**config.mk**
```make
export PLATFORM = sky130hd
export DESIGN_NAME = cla_cordic
export DESIGN_NICKNAME = d
export VERILOG_FILES = /design/src/rtl/core/cla_pkg.sv /design/src/rtl/core/cla_cordic.sv
export SDC_FILE = /design/constraint.sdc
export NUM_CORES = 1
export LEC_CHECK = 0
export BUFFER_PORTS_ARGS = -buffer_cell sky130_fd_sc_hd__buf_2
export CAP_MARGIN = 30
export CORE_MARGIN = 3
export CORE_UTILIZATION = 34
export CTS_CLUSTER_DIAMETER = 120
export DETAILED_ROUTE_END_ITERATION = 10
export PLACE_DENSITY = 0.61
export SYNTH_ARGS = -nofsm -noshare
export SYNTH_HDL_FRONTEND = slang
export SYNTH_SLANG_ARGS = --single-unit
```
**constraint.sdc**
```tcl
create_clock -name i_clk -period 10.86 [get_ports i_clk]
set_clock_uncertainty 0.1 [all_clocks]
set_input_delay 1.086 -clock i_clk [delete_from_list [all_inputs] [get_ports i_clk]]
set_output_delay 1.086 -clock i_clk [all_outputs]
set_load 0.01 [all_outputs]
```
**src/rtl/core/cla_pkg.sv**
```systemverilog
// Types, constants and helper functions shared by the camera look-at block.
package cla_pkg;

    localparam int XY_W   = 50;
    localparam int Z_W    = 34;
    localparam int DIV_NW = 64;
    localparam int DIV_DW = 50;
    localparam int DIV_QW = 15;

    localparam logic signed [Z_W-1:0]  ANG_PI      = 34'sd843314857;
    localparam logic signed [Z_W-1:0]  ANG_HALF_PI = 34'sd421657428;
    localparam logic signed [XY_W-1:0] CORDIC_K    = 50'sd652032874;
    localparam logic signed [31:0]     K_MUL       = 32'sd652032874;

    // Heights and horizontal distances, Q8.24.
    localparam longint C_TGT_H = 64'sd13421773;
    localparam longint C_OFS_N = 64'sd6710887;
    localparam longint C_HN    = 64'sd46988641;
    localparam longint C_ZN    = 64'sd14681806;
    localparam longint C_HS    = 64'sd46908501;
    localparam longint C_ZS    = 64'sd76255598;

    localparam logic signed [Z_W-1:0] YAW_LIM   = 34'sd205887;
    localparam logic signed [Z_W-1:0] PITCH_LIM = 34'sd102944;
    localparam logic [DIV_QW-1:0]     FWD_ONE   = 15'd16384;

    typedef enum logic [1:0] {
        CMD_POSE   = 2'd0,
        CMD_FOLLOW = 2'd1,
        CMD_STEEP  = 2'd2,
        CMD_OFFSET = 2'd3
    } t_cmd;

    typedef enum logic [4:0] {
        ST_IDLE, ST_SC_GO, ST_SC_WAIT, ST_FM_C, ST_FM_S, ST_FM_END, ST_DELTA,
        ST_NORM, ST_V_GO, ST_V_WAIT, ST_MK_A, ST_MK_B, ST_MK_C, ST_FIN,
        ST_DIV_GO, ST_DIV_WAIT, ST_OUT
    } t_state;

    typedef struct packed {
        logic start;
        logic vec_mode;
    } t_cordic_cmd;

    typedef struct packed {
        logic busy;
        logic done;
    } t_unit_sts;

    function automatic logic signed [Z_W-1:0] atan_step(input logic [5:0] i);
        logic signed [Z_W-1:0] v;
        case (i)
            6'd0: v = 34'sd210828714;
            6'd1: v = 34'sd124459457;
            6'd2: v = 34'sd65760959;
            6'd3: v = 34'sd33381290;
            6'd4: v = 34'sd16755422;
            6'd5: v = 34'sd8385879;
            6'd6: v = 34'sd4193963;
            6'd7: v = 34'sd2097109;
            6'd8: v = 34'sd1048571;
            6'd9: v = 34'sd524287;
            default: begin
                if (i <= 6'd28) v = 34'sd1 <<< (6'd28 - i);
                else v = '0;
            end
        endcase
        return v;
    endfunction

    // Round-to-nearest right shift of an elaboration-time constant.
    function automatic longint rnd_const(input longint c, input int s);
        if (s <= 0) return c;
        return (c + (longint'(1) <<< (s - 1))) >>> s;
    endfunction

    function automatic logic signed [31:0] sat32(input logic signed [63:0] v);
        if (v > 64'sd2147483647) return 32'sh7FFFFFFF;
        if (v < -64'sd2147483648) return 32'sh80000000;
        return v[31:0];
    endfunction

    // Q6.28 angle to Q18.16 with rounding, then clamped to the given limit.
    function automatic logic signed [Z_W-1:0] clamp_ang(input logic signed [Z_W-1:0] z,
                                                       input logic signed [Z_W-1:0] lim);
        logic signed [Z_W-1:0] r;
        r = (z + 34'sd2048) >>> 12;
        if (r > lim) return lim;
        if (r < -lim) return -lim;
        return r;
    endfunction

endpackage

```
**src/rtl/core/cla_cordic.sv**
```systemverilog
// Shared iterative CORDIC unit, rotation mode for sin/cos and vectoring mode for atan2.
module cla_cordic #(
    parameter int STEPS = 16
) (
    input  logic                                i_clk,
    input  logic                                i_rst_n,
    input  cla_pkg::t_cordic_cmd                i_cmd,
    input  logic signed [cla_pkg::XY_W-1:0]     i_x,
    input  logic signed [cla_pkg::XY_W-1:0]     i_y,
    input  logic signed [cla_pkg::Z_W-1:0]      i_z,
    output cla_pkg::t_unit_sts                  o_sts,
    output logic signed [cla_pkg::XY_W-1:0]     o_x,
    output logic signed [cla_pkg::XY_W-1:0]     o_y,
    output logic signed [cla_pkg::Z_W-1:0]      o_z
);
    localparam int IW = $clog2(STEPS);

    logic                            r_busy;
    logic                            r_done;
    logic [IW-1:0]                   r_i;
    logic                            r_vec;
    logic                            r_neg;
    logic signed [cla_pkg::XY_W-1:0] r_x;
    logic signed [cla_pkg::XY_W-1:0] r_y;
    logic signed [cla_pkg::Z_W-1:0]  r_z;

    logic signed [cla_pkg::XY_W-1:0] w_sx;
    logic signed [cla_pkg::XY_W-1:0] w_sy;
    logic signed [cla_pkg::Z_W-1:0]  w_a;
    logic                            w_pos;

    always_comb begin
        w_sx  = r_x >>> r_i;
        w_sy  = r_y >>> r_i;
        w_a   = cla_pkg::atan_step(6'(r_i));
        // Rotation steers on the residual angle, vectoring on the sign of y.
        w_pos = r_vec ? r_y[cla_pkg::XY_W-1] : ~r_z[cla_pkg::Z_W-1];
    end

    always_ff @(posedge i_clk) begin
        if (!i_rst_n) begin
            r_busy <= 1'b0;
            r_done <= 1'b0;
            r_i    <= '0;
        end else begin
            r_done <= 1'b0;
            if (i_cmd.start) begin
                r_busy <= 1'b1;
                r_i    <= '0;
            end else if (r_busy) begin
                r_i <= r_i + 1'b1;
                if (r_i == IW'(STEPS - 1)) begin
                    r_busy <= 1'b0;
                    r_done <= 1'b1;
                end
            end
        end
    end

    always_ff @(posedge i_clk) begin
        if (i_cmd.start) begin
            r_vec <= i_cmd.vec_mode;
            if (i_cmd.vec_mode) begin
                r_neg <= 1'b0;
                if (i_x[cla_pkg::XY_W-1] && !i_y[cla_pkg::XY_W-1]) begin
                    r_x <= i_y;
                    r_y <= -i_x;
                    r_z <= cla_pkg::ANG_HALF_PI;
                end else if (i_x[cla_pkg::XY_W-1]) begin
                    r_x <= -i_y;
                    r_y <= i_x;
                    r_z <= -cla_pkg::ANG_HALF_PI;
                end else begin
                    r_x <= i_x;
                    r_y <= i_y;
                    r_z <= i_z;
                end
            end else begin
                r_x <= cla_pkg::CORDIC_K;
                r_y <= '0;
                if (i_z > cla_pkg::ANG_HALF_PI) begin
                    r_z   <= i_z - cla_pkg::ANG_PI;
                    r_neg <= 1'b1;
                end else if (i_z < -cla_pkg::ANG_HALF_PI) begin
                    r_z   <= i_z + cla_pkg::ANG_PI;
                    r_neg <= 1'b1;
                end else begin
                    r_z   <= i_z;
                    r_neg <= 1'b0;
                end
            end
        end else if (r_busy) begin
            if (w_pos) begin
                r_x <= r_x - w_sy;
                r_y <= r_y + w_sx;
                r_z <= r_z - w_a;
            end else begin
                r_x <= r_x + w_sy;
                r_y <= r_y - w_sx;
                r_z <= r_z + w_a;
            end
        end
    end

    assign o_sts.busy = r_busy;
    assign o_sts.done = r_done;
    assign o_x = r_neg ? -r_x : r_x;
    assign o_y = r_neg ? -r_y : r_y;
    assign o_z = r_z;

endmodule

```
==> results.yml <==
status:
  status: "completed"
layout:
  areaGrowthSynthToFinish_pct: 8.75
  layout.nets: 4149
  fin_cells: 5017
  drive_gt1_share_pct: 13.8
clocking:
  cts_tree: "built"
  cts_buffers: 17
  cts_setup_buffers: 0
  cts-resized-gates: 0
  clkTransAtPathRegs_ns: 0.07
  clk_latency_ns: 0.46
  htree_levels: 4
  postCtsHoldBufs: 0
  cts_root_buffer: "clkbuf_16"
  cts_buffer_depth: 2
  clock-sinks: 142
min_path:
  hold_depth: 2
  holdPathEnd: "r_busy"
  min_path_type: "flop to flop"
  min_from: "r_busy"
global_route:
  grt_pass1_vias: 27700
  grt_usage_pct: 25.4
  antenna_found_initial: 20
  grt_max_degree: 91
  grt_pass1_wl_microns: 176000
  grt-ovfl-total: 0
timing:
  hold_violations: 0
  slew_viol_final: 0
  worst_pin_slew_ns: 0.991
  fin_crit_sh_pct: 72.7
  max_freq_ghz: 0.127
  hold_ws_ns: 0.714
  setup_viol: 0
  setup-tns-final_ns: 0
  relSlewSlack_pct: 33.8
  period_needed_ns: 7.90
  rsz0062_at_grt: "false"
critical_path:
  ff2ff_path_depth: 20
  path_max_fanout: 43
  worst_path_largest_cell_delay_ns: 0.92
  critPathSlowestCell: "o311ai_0"
  reg2reg_from: "r_i[1]"
  worst_ep_required_time_ns: 10.93
  rr_endpoint: "r_x[49]"
  crit_chain: "buf_4 -> mux4_1 -> mux2i_1 -> or3b_1 -> a2111o_1 -> nor2_2 -> and2_1 -> a21oi_1 -> mux4_2 -> a31o_2 -> ha_1 -> nand4_1 -> nor2_1 -> a21boi_0 -> o21ai_0 -> o311ai_0 -> nand4_1 -> nand2_1 -> xnor2_1 -> o21ai_1"
  rrSetupSlack_ns: 2.96
  start_kind: "flop"
  crit_arrival_ns: 7.97
  critPathKind: "flop to flop"
  crit_start: "r_i[1]"
  end_kind: "flop"
  path_common_cell: "nand4_1"
placed_design:
  gp_congestion: 0.964
  placed_cells_incl_taps: 4975
  place_hpwl_microns: 92600
  portBuffers: 273
synth:
  yosys-top-cells-area: "edfxtp_1 14%, xnor2_1 8.6%, o21ai_0 6.5%"
  synth_seq_cells: 142
  synth-seq-area-share_pct: 14.6
  synth_top_area_share_pct: 14.2
  synth_area_per_cell_sq_um: 7.55
  synthFlopType: "edfxtp_1"
  async_reset_ff_share_pct: 0
  yosys_warnings: 0
  synth_area_sq_um: 28800
  syn_inst: 3816
  synth_enable_flop_cells: 136
  synth.lib_cells_used.distinct: 102
  synth_largest_area_cell: "edfxtp_1"
  synthesis.nets: 4105
floorplan:
  coreArea_sq_um: 83800
  dieHeight_microns: 297
  io_pins: 274
  start_util_pct: 34.4
  die_x_microns: 297
  rows: 106
  design.die.area_sq_um: 88300
detailed_routing:
  drt-total-wl_microns: 118000
  ant_nets: 0
  drc: 0
  wl_per_cell_microns: 23.6
  dr.pass1.iters: 11
  drtIter0Drc: 4287
  via_per_inst: 6.14
  vias: 30800
power:
  leakage_uw: 0.0119
  power.density_nw_per_um2: 391
  vdd_drop_max_uv: 192
job:
  drv_cap: 0
registers in the layout, indices dropped and copies added (netlist names):
name	count
r_busy	1
r_vec	1
r_y	50
r_done	1
r_neg	1
o_z	34
r_i	4
r_x	50
final cells by class:
type	count	area (sq um)
Tap cell	1134	1420
Inverter	91	343
Clock inverter	14	166
Multi-Input combinational cell	3298	23100
Fill cell	8867	52500
Clock buffer	18	429
Antenna cell	10	25.0
Sequential cell	142	4220
Timing Repair Buffer	310	1660
cells by family (layout without fill, tap and decap cells):
| family | count (synthesis) | after routing | share of synthesized area, % |
|---|---|---|---|
| XOR/XNOR | 433 | 433 | 13.2 |
| other | 0 | 10 | 0 |
| flip-flops | 142 | 142 | 14.6 |
| AND/OR/NAND/NOR | 1177 | 1177 | 19.9 |
| multiplexers | 234 | 234 | 12.0 |
| AO/OA/AOI/OAI | 1303 | 1303 | 28.3 |
| buffers and inverters | 376 | 433 | 5.40 |
| adder cells (fa/ha/maj) | 151 | 151 | 6.63 |
critical path: cells and delay by family (launching register included):
kind,cells,cell delay (ns)
AO/OA/AOI/OAI,7,2.38
multiplexers,3,1.73
AND/OR/NAND/NOR,7,1.55
flip-flops,1,0.76
buffers and inverters,1,0.61
adder cells (fa/ha/maj),1,0.34
XOR/XNOR,1,0.12
worst max path at each step:
stage                   end
detailed placement  r_x[49]
floorplan           r_y[44]
global route        r_x[49]
finish              r_x[49]
global placement    r_x[49]
CTS                 r_x[49]
where the power goes:
group	switching [uW]	internal [uW]	total, uW
combinational	5560	4010	9580
sequential	950	1090	2040
clock	273	361	634
total	6790	5460	12200
cell usage in the layout, fill, tap and decap left out, drive strengths merged, types with 86 or more instances in the layout:
cell / count
nor2: 258
inv: 91
a21o: 94
ha: 148
edfxtp: 136
nand2: 420
a21oi: 312
xnor2: 283
xor2: 150
o22ai: 86
o21ai: 376
mux2i: 95
buf: 310
cells in the mapped netlist, types with 28 or more instances:
master / instances
o22ai_1: 86
nand2_1: 420
or4_1: 31
o31ai_1: 53
ha_1: 148
a21o_1: 94
nor2_1: 257
o211ai_1: 43
xnor2_1: 283
o41ai_1: 31
clkbuf_1: 188
buf_1: 48
edfxtp_1: 136
a21oi_1: 312
nor3_1: 62
nor2b_1: 44
a31oi_1: 56
nand2b_1: 58
nor4_1: 30
or3_1: 52
inv_1: 89
and2_1: 28
o21ai_0: 372
a211oi_1: 31
mux2i_1: 95
mux2_2: 57
xor2_1: 150
nand3_1: 77
mux4_2: 74
metrics by stage:
stage                     instance area (sq um)  setup WS [ns]  total power (uW)  utilization, %
final                                     31300           2.96             12200            37.4
after floorplan                           28800           3.25              8490               -
after CTS                                 31300           3.08             11900            37.4
after global routing                      31300           2.34             13100            37.4
after detailed placement                  30700           3.10             11200            36.7
after global placement                    30700           3.12             11300            36.6
metal layers:
metal	global-route usage (%)	share of wire (%)	routed length, microns
met1	38.9	46	54800
met2	34.7	39	46800
met3	6.45	12	14300
met4	6.05	2.1	2500
met5	0	0.054	64
Power figures use the tool's default switching activity.
