### src/rtl/core/cla_pkg.sv
// Types, constants and helper functions shared by the camera look-at block.
package cla_pkg;

    localparam int XY_W   = 50;
    localparam int Z_W    = 34;
    localparam int DIV_NW = 64;
    localparam int DIV_DW = 50;
    localparam int DIV_QW = 15;

    localparam logic signed [Z_W-1:0]  ANG_PI      = 34'sd843314857;
    localparam logic signed [Z_W-1:0]  ANG_HALF_PI = 34'sd421657428;
    localparam logic signed [XY_W-1:0] CORDIC_K    = 50'sd652032874;
    localparam logic signed [31:0]     K_MUL       = 32'sd652032874;

    // Heights and horizontal distances, Q8.24.
    localparam longint C_TGT_H = 64'sd13421773;
    localparam longint C_OFS_N = 64'sd6710887;
    localparam longint C_HN    = 64'sd46988641;
    localparam longint C_ZN    = 64'sd14681806;
    localparam longint C_HS    = 64'sd46908501;
    localparam longint C_ZS    = 64'sd76255598;

    localparam logic signed [Z_W-1:0] YAW_LIM   = 34'sd205887;
    localparam logic signed [Z_W-1:0] PITCH_LIM = 34'sd102944;
    localparam logic [DIV_QW-1:0]     FWD_ONE   = 15'd16384;

    typedef enum logic [1:0] {
        CMD_POSE   = 2'd0,
        CMD_FOLLOW = 2'd1,
        CMD_STEEP  = 2'd2,
        CMD_OFFSET = 2'd3
    } t_cmd;

    typedef enum logic [4:0] {
        ST_IDLE, ST_SC_GO, ST_SC_WAIT, ST_FM_C, ST_FM_S, ST_FM_END, ST_DELTA,
        ST_NORM, ST_V_GO, ST_V_WAIT, ST_MK_A, ST_MK_B, ST_MK_C, ST_FIN,
        ST_DIV_GO, ST_DIV_WAIT, ST_OUT
    } t_state;

    typedef struct packed {
        logic start;
        logic vec_mode;
    } t_cordic_cmd;

    typedef struct packed {
        logic busy;
        logic done;
    } t_unit_sts;

    function automatic logic signed [Z_W-1:0] atan_step(input logic [5:0] i);
        logic signed [Z_W-1:0] v;
        case (i)
            6'd0: v = 34'sd210828714;
            6'd1: v = 34'sd124459457;
            6'd2: v = 34'sd65760959;
            6'd3: v = 34'sd33381290;
            6'd4: v = 34'sd16755422;
            6'd5: v = 34'sd8385879;
            6'd6: v = 34'sd4193963;
            6'd7: v = 34'sd2097109;
            6'd8: v = 34'sd1048571;
            6'd9: v = 34'sd524287;
            default: begin
                if (i <= 6'd28) v = 34'sd1 <<< (6'd28 - i);
                else v = '0;
            end
        endcase
        return v;
    endfunction

    // Round-to-nearest right shift of an elaboration-time constant.
    function automatic longint rnd_const(input longint c, input int s);
        if (s <= 0) return c;
        return (c + (longint'(1) <<< (s - 1))) >>> s;
    endfunction

    function automatic logic signed [31:0] sat32(input logic signed [63:0] v);
        if (v > 64'sd2147483647) return 32'sh7FFFFFFF;
        if (v < -64'sd2147483648) return 32'sh80000000;
        return v[31:0];
    endfunction

    // Q6.28 angle to Q18.16 with rounding, then clamped to the given limit.
    function automatic logic signed [Z_W-1:0] clamp_ang(input logic signed [Z_W-1:0] z,
                                                       input logic signed [Z_W-1:0] lim);
        logic signed [Z_W-1:0] r;
        r = (z + 34'sd2048) >>> 12;
        if (r > lim) return lim;
        if (r < -lim) return -lim;
        return r;
    endfunction

endpackage

### src/rtl/core/cla_div.sv
// Restoring divider for the forward components, one quotient bit per cycle.
module cla_div (
    input  logic                          i_clk,
    input  logic                          i_rst_n,
    input  logic                          i_start,
    input  logic [cla_pkg::DIV_NW-1:0]    i_num,
    input  logic [cla_pkg::DIV_DW-1:0]    i_den,
    output cla_pkg::t_unit_sts            o_sts,
    output logic [cla_pkg::DIV_QW-1:0]    o_quot
);
    localparam int QW = cla_pkg::DIV_QW;
    localparam int SW = cla_pkg::DIV_DW + QW + 1;

    logic                         r_busy;
    logic                         r_done;
    logic [3:0]                   r_cnt;
    logic [cla_pkg::DIV_NW-1:0]   r_rem;
    logic [SW-1:0]                r_dsh;
    logic [QW-1:0]                r_q;

    logic [SW-1:0]                w_lim;
    logic                         w_ge;

    assign w_lim = SW'(i_den) << QW;
    assign w_ge  = SW'(r_rem) >= r_dsh;

    always_ff @(posedge i_clk) begin
        if (!i_rst_n) begin
            r_busy <= 1'b0;
            r_done <= 1'b0;
            r_cnt  <= '0;
        end else begin
            r_done <= 1'b0;
            if (i_start) begin
                // A zero length or a quotient of 2^15 or more needs no iterations.
                if (i_den == '0 || SW'(i_num) >= w_lim) begin
                    r_done <= 1'b1;
                end else begin
                    r_busy <= 1'b1;
                    r_cnt  <= 4'(QW - 1);
                end
            end else if (r_busy) begin
                if (r_cnt == '0) begin
                    r_busy <= 1'b0;
                    r_done <= 1'b1;
                end else begin
                    r_cnt <= r_cnt - 1'b1;
                end
            end
        end
    end

    always_ff @(posedge i_clk) begin
        if (i_start) begin
            r_rem <= i_num;
            r_dsh <= SW'(i_den) << (QW - 1);
            if (i_den == '0) r_q <= '0;
            else if (SW'(i_num) >= w_lim) r_q <= cla_pkg::FWD_ONE;
            else r_q <= '0;
        end else if (r_busy) begin
            if (w_ge) r_rem <= r_rem - r_dsh[cla_pkg::DIV_NW-1:0];
            r_q   <= {r_q[QW-2:0], w_ge};
            r_dsh <= r_dsh >> 1;
        end
    end

    assign o_sts.busy = r_busy;
    assign o_sts.done = r_done;
    assign o_quot = (r_q > cla_pkg::FWD_ONE) ? cla_pkg::FWD_ONE : r_q;

endmodule

### config.mk
export PLATFORM = sky130hd
export DESIGN_NAME = cla_div
export DESIGN_NICKNAME = d
export VERILOG_FILES = /design/src/rtl/core/cla_pkg.sv /design/src/rtl/core/cla_div.sv
export SDC_FILE = /design/constraint.sdc
export NUM_CORES = 1
export LEC_CHECK = 0
export BUFFER_PORTS_ARGS = -buffer_cell sky130_fd_sc_hd__buf_2
export CAP_MARGIN = 20
export CORE_MARGIN = 2
export CORE_UTILIZATION = 45
export CTS_BUF_LIST = sky130_fd_sc_hd__clkbuf_4
export CTS_CLUSTER_SIZE = 16
export DETAILED_ROUTE_END_ITERATION = 6
export PLACE_DENSITY_LB_ADDON = 0.2
export SLEW_MARGIN = 30
export SYNTH_ARGS = -nofsm -noshare
export SYNTH_HDL_FRONTEND = slang
export SYNTH_SLANG_ARGS = --single-unit
### constraint.sdc
create_clock -name i_clk -period 4 [get_ports i_clk]
set_input_delay 0.8 -clock i_clk [delete_from_list [all_inputs] [get_ports i_clk]]
set_output_delay 0.8 -clock i_clk [all_outputs]
set_load 0.05 [all_outputs]
==> flow_summary.toml, run 1 <==
[run_status]
status = "finished clean"

[grt]
grt_overflow = 0
grt_usage = 0.240
grt_pass1_vias = 10100
grt_pass1_wl_um = 53600
grt_max_degree = 72
antenna_found_initial = 1

[sta]
hold_viol = 0
setup_viol = 0
hold_ws_ns = 0.487
fin_crit_ns = 3.70
max_freq_mhz = 270
finalSetupTns_ns = 0
tightest_slew_ns = 0.979
finalClockSkew_ns = 0.0399
min_period_over_period = 0.924
relSlewSlack = 0.341
drv_slew = 0
rsz0062_at_grt = "no"

[placement]
io_buffers = 133
place.gp.congestion = 0.900
dp_cells = 1791
dp_hpwl_um = 25900

[drt]
wl_per_cell_um = 18.4
met1Wirelength_um = 15800
wl_met3_um = 2060
wl_met2_um = 14900
top_layer_used = "met4"
vias = 10500
viasPerCell = 5.75
drt-total-wl_um = 33500
drt_iter0_markers = 777
firstDrtPassIters = 7
ant_nets = 0
route.detailed.drc = 0

[logic_synthesis]
synth_nets = 1604
synth.avg_cell_area_um2 = 8.69
synth_cells = 1372
yosys.cell_types.count = 88
async_flop_share = 0
yosys_warnings = 0
synth_top_flop_cell = "edfxtp_1"
synth-edff-count = 129
yosysSeqAreaShare = 0.359
ys_ff_latch = 149
netlist_area_um2 = 11900

[worst_setup_path]
cp-end-kind = "flip-flop"
crit_type = "reg2reg"
start_kind = "flip-flop"
slowest_stage = "ha_1"
path_cells = "ha_1 > nand4_2 > nor4_2 > o2111ai_1 > a311oi_1 > o31ai_1 > a21boi_0 > o21ai_0 > nand2_1 > a21o_2 > buf_12"
worst_ep_required_time_ns = 4.27
crit_family = "compound AO/OA/AOI/OAI gates"
max_stage_delay_ns = 0.50
crit_arrival_ns = 3.97
crit_buf_inv = 1
critPathMaxFanout = 45

[pwr]
fin_total_pwr_mw = 6.26
max-vdd-ir-drop_v = 0.000226
leakage_nw = 5.77
p_per_area_nw_per_um2 = 475

[final_layout]
fillCellCount = 2593
utilization = 0.505
layout.nets = 1707
synthToLayoutAreaGrowth_pct = 10.4
stdcell_count = 1824
layout_common_cells = "nand2_1 (165), inv_1 (141), o21ai_0 (134)"
drive_above_1_share = 0.155
final_common_cell = "nand2_1"

[floorplan]
num_rows = 59
dieWidth_um = 167
die_y_um = 167
initial_core_util = 0.457
die-area_um2 = 27800
coreArea_um2 = 26100
ioPinCount = 134

[clock_network]
hold_buffers = 0
cts_root_buf = "clkbuf_4"
cts_resized = 0
cts_tree = "yes"
clk_pin_slew_ns = 0.18
cts_buffer_depth = 2
htree_levels = 4
clock_sinks = 149
cts-buffers-inserted = 17
clock_latency_ns = 0.61
postCtsSetupBuffers = 0

[hold_path]
min_path_type = "in2reg"

[flow_run]
maxCapViolCount = 0
## report_power, final
part	total, mW	switching [mW]	internal (mW)
Combinational	3.10	1.92	1.19
Clock	1.02	0.689	0.334
Sequential	2.13	0.110	2.02
## sequential cells by signal (all words and copies together), names as in the netlist
register  cells
r_q          15
r_done        1
r_rem        64
r_dsh        64
r_busy        1
r_cnt         4
## logic make-up after synthesis
kind of cell    count (synthesis)  synth area share
xor+xnor                       49            0.0360
flops                         149             0.359
compound gates                413             0.225
simple gates                  421             0.176
mux                            18            0.0154
fa+ha+maj                     115             0.121
buf+inv                       207            0.0674
## cell usage after synthesis, drive strengths merged (23+ instances only)
library cell  number  share of area
inv              142          0.045
o21ai            143          0.061
nor4              28          0.016
nand3             30          0.013
edfxtp           129           0.33
xnor2             26          0.019
a21oi            105          0.045
nor2              63          0.020
nand2            166          0.052
ha               114           0.12
nand4             39          0.022
xor2              23          0.017
clkbuf            46          0.015
nor2b             33          0.017
a21o              57          0.036
## per-stage QoR
stage	worst slack, ns	area (µm²)
2_1_floorplan	0.508	11900
3_3_place_gp	0.447	12900
3_5_place_dp	0.389	12900
4_1_cts	0.354	13200
5_1_grt	0.0861	13200
6_report	0.302	13200
## cell type report
cell class,count,area (µm²),share of cell area
clock buffers,17,128,0.00970
well taps,335,419,0.0318
multi-input cells,1016,6850,0.520
diodes,1,2.50,0.000190
flip-flops and latches,149,4270,0.325
repair buffers,149,801,0.0608
inverters,142,533,0.0405
clock inverters,15,156,0.0119
## worst register-to-register path: stages, from the launching register on
cell and delay [ns]:
edfxtp_1 0.42, ha_1 0.50, nand4_2 0.24, nor4_2 0.50, o2111ai_1 0.26, a311oi_1 0.40, o31ai_1 0.16, a21boi_0 0.20
o21ai_0 0.12, nand2_1 0.10, a21o_2 0.16, buf_12 0.26
## worst paths after layout
path | startpoint | cells after the start | to | slack (ns)
hold / removal | i_num[61] | 3 | r_rem[61]$_DFFE_PP_ | 0.49
setup / recovery | r_rem[21]$_DFFE_PP_ | 11 | r_rem[1]$_DFFE_PP_ | 0.30
hold reg to reg | r_dsh[0]$_SDFFE_PP0P_ | 2 | r_dsh[0]$_SDFFE_PP0P_ | 0.54
setup reg to reg | r_rem[21]$_DFFE_PP_ | 11 | r_rem[1]$_DFFE_PP_ | 0.30
## per-layer routing
layer,global-route usage,up-vias
li1,-,5174
met1,0.343,4941
met2,0.373,337
met3,0.0463,43
met4,0.0611,0
met5,0,-
No activity file was read; power rests on OpenSTA's default activity.
==> inputs of run 2 (changes only) <==
--- a/config.mk
+++ b/config.mk
@@ -12,7 +12,7 @@
 export CTS_BUF_LIST = sky130_fd_sc_hd__clkbuf_4
 export CTS_CLUSTER_SIZE = 16
 export DETAILED_ROUTE_END_ITERATION = 6
-export PLACE_DENSITY_LB_ADDON = 0.2
+export PLACE_DENSITY = 0.7
 export SLEW_MARGIN = 30
 export SYNTH_ARGS = -nofsm -noshare
 export SYNTH_HDL_FRONTEND = slang
==> flow_summary.toml, run 2 (synthesized netlist as in run 1, its figures left out) <==
[run_status]
status = "finished clean"

[floorplan]
dieWidth_um = 167
ioPinCount = 134
die-area_um2 = 27800
coreArea_um2 = 26100
initial_core_util = 0.457
die_y_um = 167
num_rows = 59

[placement]
dp_hpwl_um = 26500
place.gp.congestion = 0.917
dp_cells = 1791
io_buffers = 133

[drt]
route.detailed.drc = 0
drt-total-wl_um = 34100
firstDrtPassIters = 5
ant_nets = 0
drt_iter0_markers = 834
viasPerCell = 5.85
wl_per_cell_um = 18.7
vias = 10700

[pwr]
max-vdd-ir-drop_v = 0.000181
p_per_area_nw_per_um2 = 472
leakage_nw = 5.77

[sta]
min_period_over_period = 0.919
rsz0062_at_grt = "no"
drv_slew = 0
hold_viol = 0
max_freq_mhz = 272
tightest_slew_ns = 0.613
finalSetupTns_ns = 0
fin_crit_ns = 3.67
finalClockSkew_ns = 0.0315
hold_ws_ns = 0.479
setup_viol = 0
relSlewSlack = 0.589

[clock_network]
clock_sinks = 149
cts_resized = 0
cts_root_buf = "clkbuf_4"
cts_buffer_depth = 2
clk_pin_slew_ns = 0.17
postCtsSetupBuffers = 0
clock_latency_ns = 0.60
hold_buffers = 0
cts-buffers-inserted = 17
cts_tree = "yes"
htree_levels = 4

[grt]
grt_max_degree = 47
grt_pass1_vias = 10200
grt_overflow = 0
grt_usage = 0.243
grt_pass1_wl_um = 53700
antenna_found_initial = 2

[worst_setup_path]
start_kind = "flip-flop"
worst_ep_required_time_ns = 4.31
rr_startpoint = "r_rem[0]$_DFFE_PP_"
r2r_end = "r_rem[59]$_DFFE_PP_"
crit_start = "r_rem[0]$_DFFE_PP_"
reg2reg_depth = 14
critPathMaxFanout = 21
crit_arrival_ns = 3.99
endpoint = "r_rem[59]$_DFFE_PP_"
r2r_slack_ns = 0.33
crit_type = "reg2reg"
cp-end-kind = "flip-flop"

[final_layout]
stdcell_count = 1825
final_common_cell = "nand2_1"
ff_latch_area_um2 = 4270
layout_common_cells = "nand2_1 (165), inv_1 (141), o21ai_0 (134)"
multiInputGateArea_um2 = 6860
drive_above_1_share = 0.155
largestRegisters = "r_dsh x64, r_rem x64, r_q x15"
fillCellCount = 2520
layout.nets = 1707
synthToLayoutAreaGrowth_pct = 10.4

[hold_path]
min_path_type = "in2reg"

[flow_run]
maxCapViolCount = 0
run 2: cell count changes in the layout (fill, tap and decap cells not counted), sizes merged:
cell,previous run,this run
clkinv,2,5
bufinv,1,0
clkinvlp,3,2
diode,1,2
inv,151,150
run 2: where the power goes:
group	total (mW)	switching (mW)	leakage [nW]	internal [mW]
clock network	0.959	0.685	0.143	0.274
registers	2.13	0.109	1.48	2.02
logic	3.12	1.93	4.15	1.18
total	6.21	2.73	5.77	3.48
run 2: critical path, cell delays in order (launching register included):
cell	delay, ns
edfxtp_1	0.39
inv_1	0.06
ha_1	0.15
inv_1	0.05
fa_1	0.40
a21o_1	0.20
a221o_2	0.42
o2111ai_2	0.25
a311oi_1	0.16
o31ai_1	0.37
a21boi_0	0.14
o21ai_0	0.23
nand2_1	0.08
a21o_2	0.25
buf_4	0.24
run 2: how the worst min path moves through the flow:
| stage | start | endpoint | slack, ns | cells after the start |
|---|---|---|---|---|
| floorplan | r_dsh[0]$_SDFFE_PP0P_ | r_dsh[0]$_SDFFE_PP0P_ | 0.46 | 2 |
| global placement | r_dsh[0]$_SDFFE_PP0P_ | r_dsh[0]$_SDFFE_PP0P_ | 0.48 | 2 |
| detailed placement | r_dsh[0]$_SDFFE_PP0P_ | r_dsh[0]$_SDFFE_PP0P_ | 0.51 | 2 |
| CTS | i_rst_n | r_cnt[3]$_SDFFE_PN0P_ | 0.45 | 2 |
| global route | i_rst_n | r_cnt[3]$_SDFFE_PN0P_ | 0.47 | 2 |
| finish | i_rst_n | r_cnt[3]$_SDFFE_PN0P_ | 0.48 | 2 |
run 2: cell type report:
class / instances / share of cell area
inverter: 142 / 0.0405
multi-input combinational: 1016 / 0.522
sequential: 149 / 0.325
clock buffer: 17 / 0.00970
antenna: 2 / 0.000380
timing repair buffer: 149 / 0.0608
tap: 335 / 0.0318
clock inverter: 15 / 0.0105
run 2: per-layer routing:
layer,vias to the layer above,part of all wire,track usage
met3,55,0.065,0.0375
li1,5180,-,-
met4,0,0.027,0.0798
met2,388,0.43,0.370
met1,5060,0.48,0.352
met5,-,0,0
run 2: metrics by stage:
step	total power, mW	instance area, µm²	setup slack, ns	utilization
2_1_floorplan	4.45	11900	0.508	-
3_3_place_gp	5.18	12900	0.343	0.494
3_5_place_dp	5.22	12900	0.260	0.494
4_1_cts	6.17	13100	0.225	0.504
5_1_grt	6.63	13200	0.0690	0.505
6_report	6.21	13200	0.325	0.505
==> inputs of run 3 (changes only) <==
--- a/config.mk
+++ b/config.mk
@@ -8,11 +8,11 @@
 export BUFFER_PORTS_ARGS = -buffer_cell sky130_fd_sc_hd__buf_2
 export CAP_MARGIN = 20
 export CORE_MARGIN = 2
-export CORE_UTILIZATION = 45
+export CORE_UTILIZATION = 30
 export CTS_BUF_LIST = sky130_fd_sc_hd__clkbuf_4
 export CTS_CLUSTER_SIZE = 16
 export DETAILED_ROUTE_END_ITERATION = 6
-export PLACE_DENSITY = 0.7
+export PLACE_DENSITY = 0.52
 export SLEW_MARGIN = 30
 export SYNTH_ARGS = -nofsm -noshare
 export SYNTH_HDL_FRONTEND = slang
==> flow_summary.toml, run 3 (synthesized netlist as in run 1, its figures left out) <==
[sta]
fin_crit_ns = 3.71
finalClockSkew_ns = 0.0490
finalSetupTns_ns = 0
tightest_slew_ns = 0.782
drv_slew = 0
hold_ws_ns = 0.463
relSlewSlack = 0.474
max_freq_mhz = 269
hold_viol = 0
min_period_over_period = 0.928
setup_viol = 0
setup_slack_ns = 0.288

[final_layout]
synthToLayoutAreaGrowth_pct = 12.8
final_common_cell = "nand2_1"
drive_above_1_share = 0.155
fillCellCount = 4218
utilization = 0.341
layout.nets = 1707
ff_latch_area_um2 = 4270
largestRegisters = "r_dsh x64, r_rem x64, r_q x15"
layout_common_cells = "nand2_1 (165), inv_1 (141), o21ai_0 (134)"
stdcell_count = 2015
multiInputGateArea_um2 = 6860
finalInstanceArea_um2 = 13400

[placement]
dp_cells = 1981
place.gp.congestion = 0.862
postPlaceCellArea_um2 = 13100
dp_hpwl_um = 28800
place_worst_setup_slack_ns = 0.283
io_buffers = 133

[floorplan]
ioPinCount = 134
initial_core_util = 0.302
num_rows = 73
dieWidth_um = 203
die-area_um2 = 41300
coreArea_um2 = 39500
die_y_um = 203

[pwr]
leakage_nw = 5.79
max-vdd-ir-drop_v = 0.000185
p_per_area_nw_per_um2 = 471
fin_total_pwr_mw = 6.33

[clock_network]
cts_buffer_depth = 2
cts-buffers-inserted = 17
cts_root_buf = "clkbuf_4"
cts_tree = "yes"
postCtsSetupBuffers = 0
htree_levels = 4
hold_buffers = 0
clock_latency_ns = 0.63
clk_pin_slew_ns = 0.16
clock_sinks = 149
cts_resized = 0

[drt]
vias = 10400
drt_iter0_markers = 588
viasPerCell = 5.16
wl_per_cell_um = 17.8
drt-total-wl_um = 35900
firstDrtPassIters = 6
route.detailed.drc = 0
ant_nets = 0

[run_status]
status = "finished clean"

[worst_setup_path]
r2r_end = "r_rem[45]$_DFFE_PP_"
cp-end-kind = "flip-flop"
reg2reg_depth = 14
rr_startpoint = "r_rem[0]$_DFFE_PP_"
r2r_slack_ns = 0.29
crit_type = "reg2reg"
start_kind = "flip-flop"
worst_ep_required_time_ns = 4.32
critPathMaxFanout = 28
crit_arrival_ns = 4.03

[grt]
grt_pass1_vias = 10100
grt_max_degree = 59
antenna_found_initial = 2
grt_overflow = 0
grt_pass1_wl_um = 56400
grt_usage = 0.175

[flow_run]
maxCapViolCount = 0

[hold_path]
whs_endpoint = "r_cnt[3]$_SDFFE_PN0P_"
min_path_type = "in2reg"
min_path_cells = 2
worstHoldStart = "i_rst_n"
run 3: routing by layer:
layer | track usage | vias up | share of wire
li1 | - | 5174 | -
met1 | 0.244 | 4967 | 0.49
met2 | 0.278 | 213 | 0.45
met3 | 0.0233 | 34 | 0.033
met4 | 0.0579 | 2 | 0.023
met5 | 0 | - | 0.00036
run 3: worst max-delay path by stage:
stage                             start  slack, ns  depth (start not counted)                   to
floorplan           r_rem[21]$_DFFE_PP_       0.51                         11   r_rem[0]$_DFFE_PP_
global placement               i_den[0]       0.40                         12    r_done$_SDFF_PN0_
detailed placement  r_dsh[21]$_DFFE_PN_       0.28                         12  r_rem[15]$_DFFE_PP_
CTS                 r_dsh[21]$_DFFE_PN_       0.21                         12  r_rem[30]$_DFFE_PP_
global route         r_rem[0]$_DFFE_PP_     -0.001                         14  r_rem[43]$_DFFE_PP_
finish               r_rem[0]$_DFFE_PP_       0.29                         14  r_rem[45]$_DFFE_PP_
run 3: final cells by class:
class	count	area share
clock inverter	15	0.0136
antenna	2	0.000372
multi-input combinational	1016	0.510
clock buffer	17	0.00950
tap	525	0.0489
timing repair buffer	149	0.0599
inverter	142	0.0397
sequential	149	0.318
run 3: worst max-delay path, cell delays in order (launching register included):
cell and delay, ns:
edfxtp_1 0.39, inv_1 0.06, ha_1 0.15, inv_1 0.05, fa_1 0.41, a21o_1 0.20, a221o_2 0.41, o2111ai_1 0.29
a311oi_2 0.17, o31ai_1 0.32, a21boi_0 0.13, o21ai_0 0.23, nand2_1 0.09, a21o_2 0.23, buf_4 0.26
run 3: report_power, final:
group,leakage (nW),switching (mW),total [mW],internal [mW]
clock,0.166,0.664,1.06,0.399
sequential,1.48,0.107,2.13,2.02
combinational,4.14,1.96,3.14,1.18
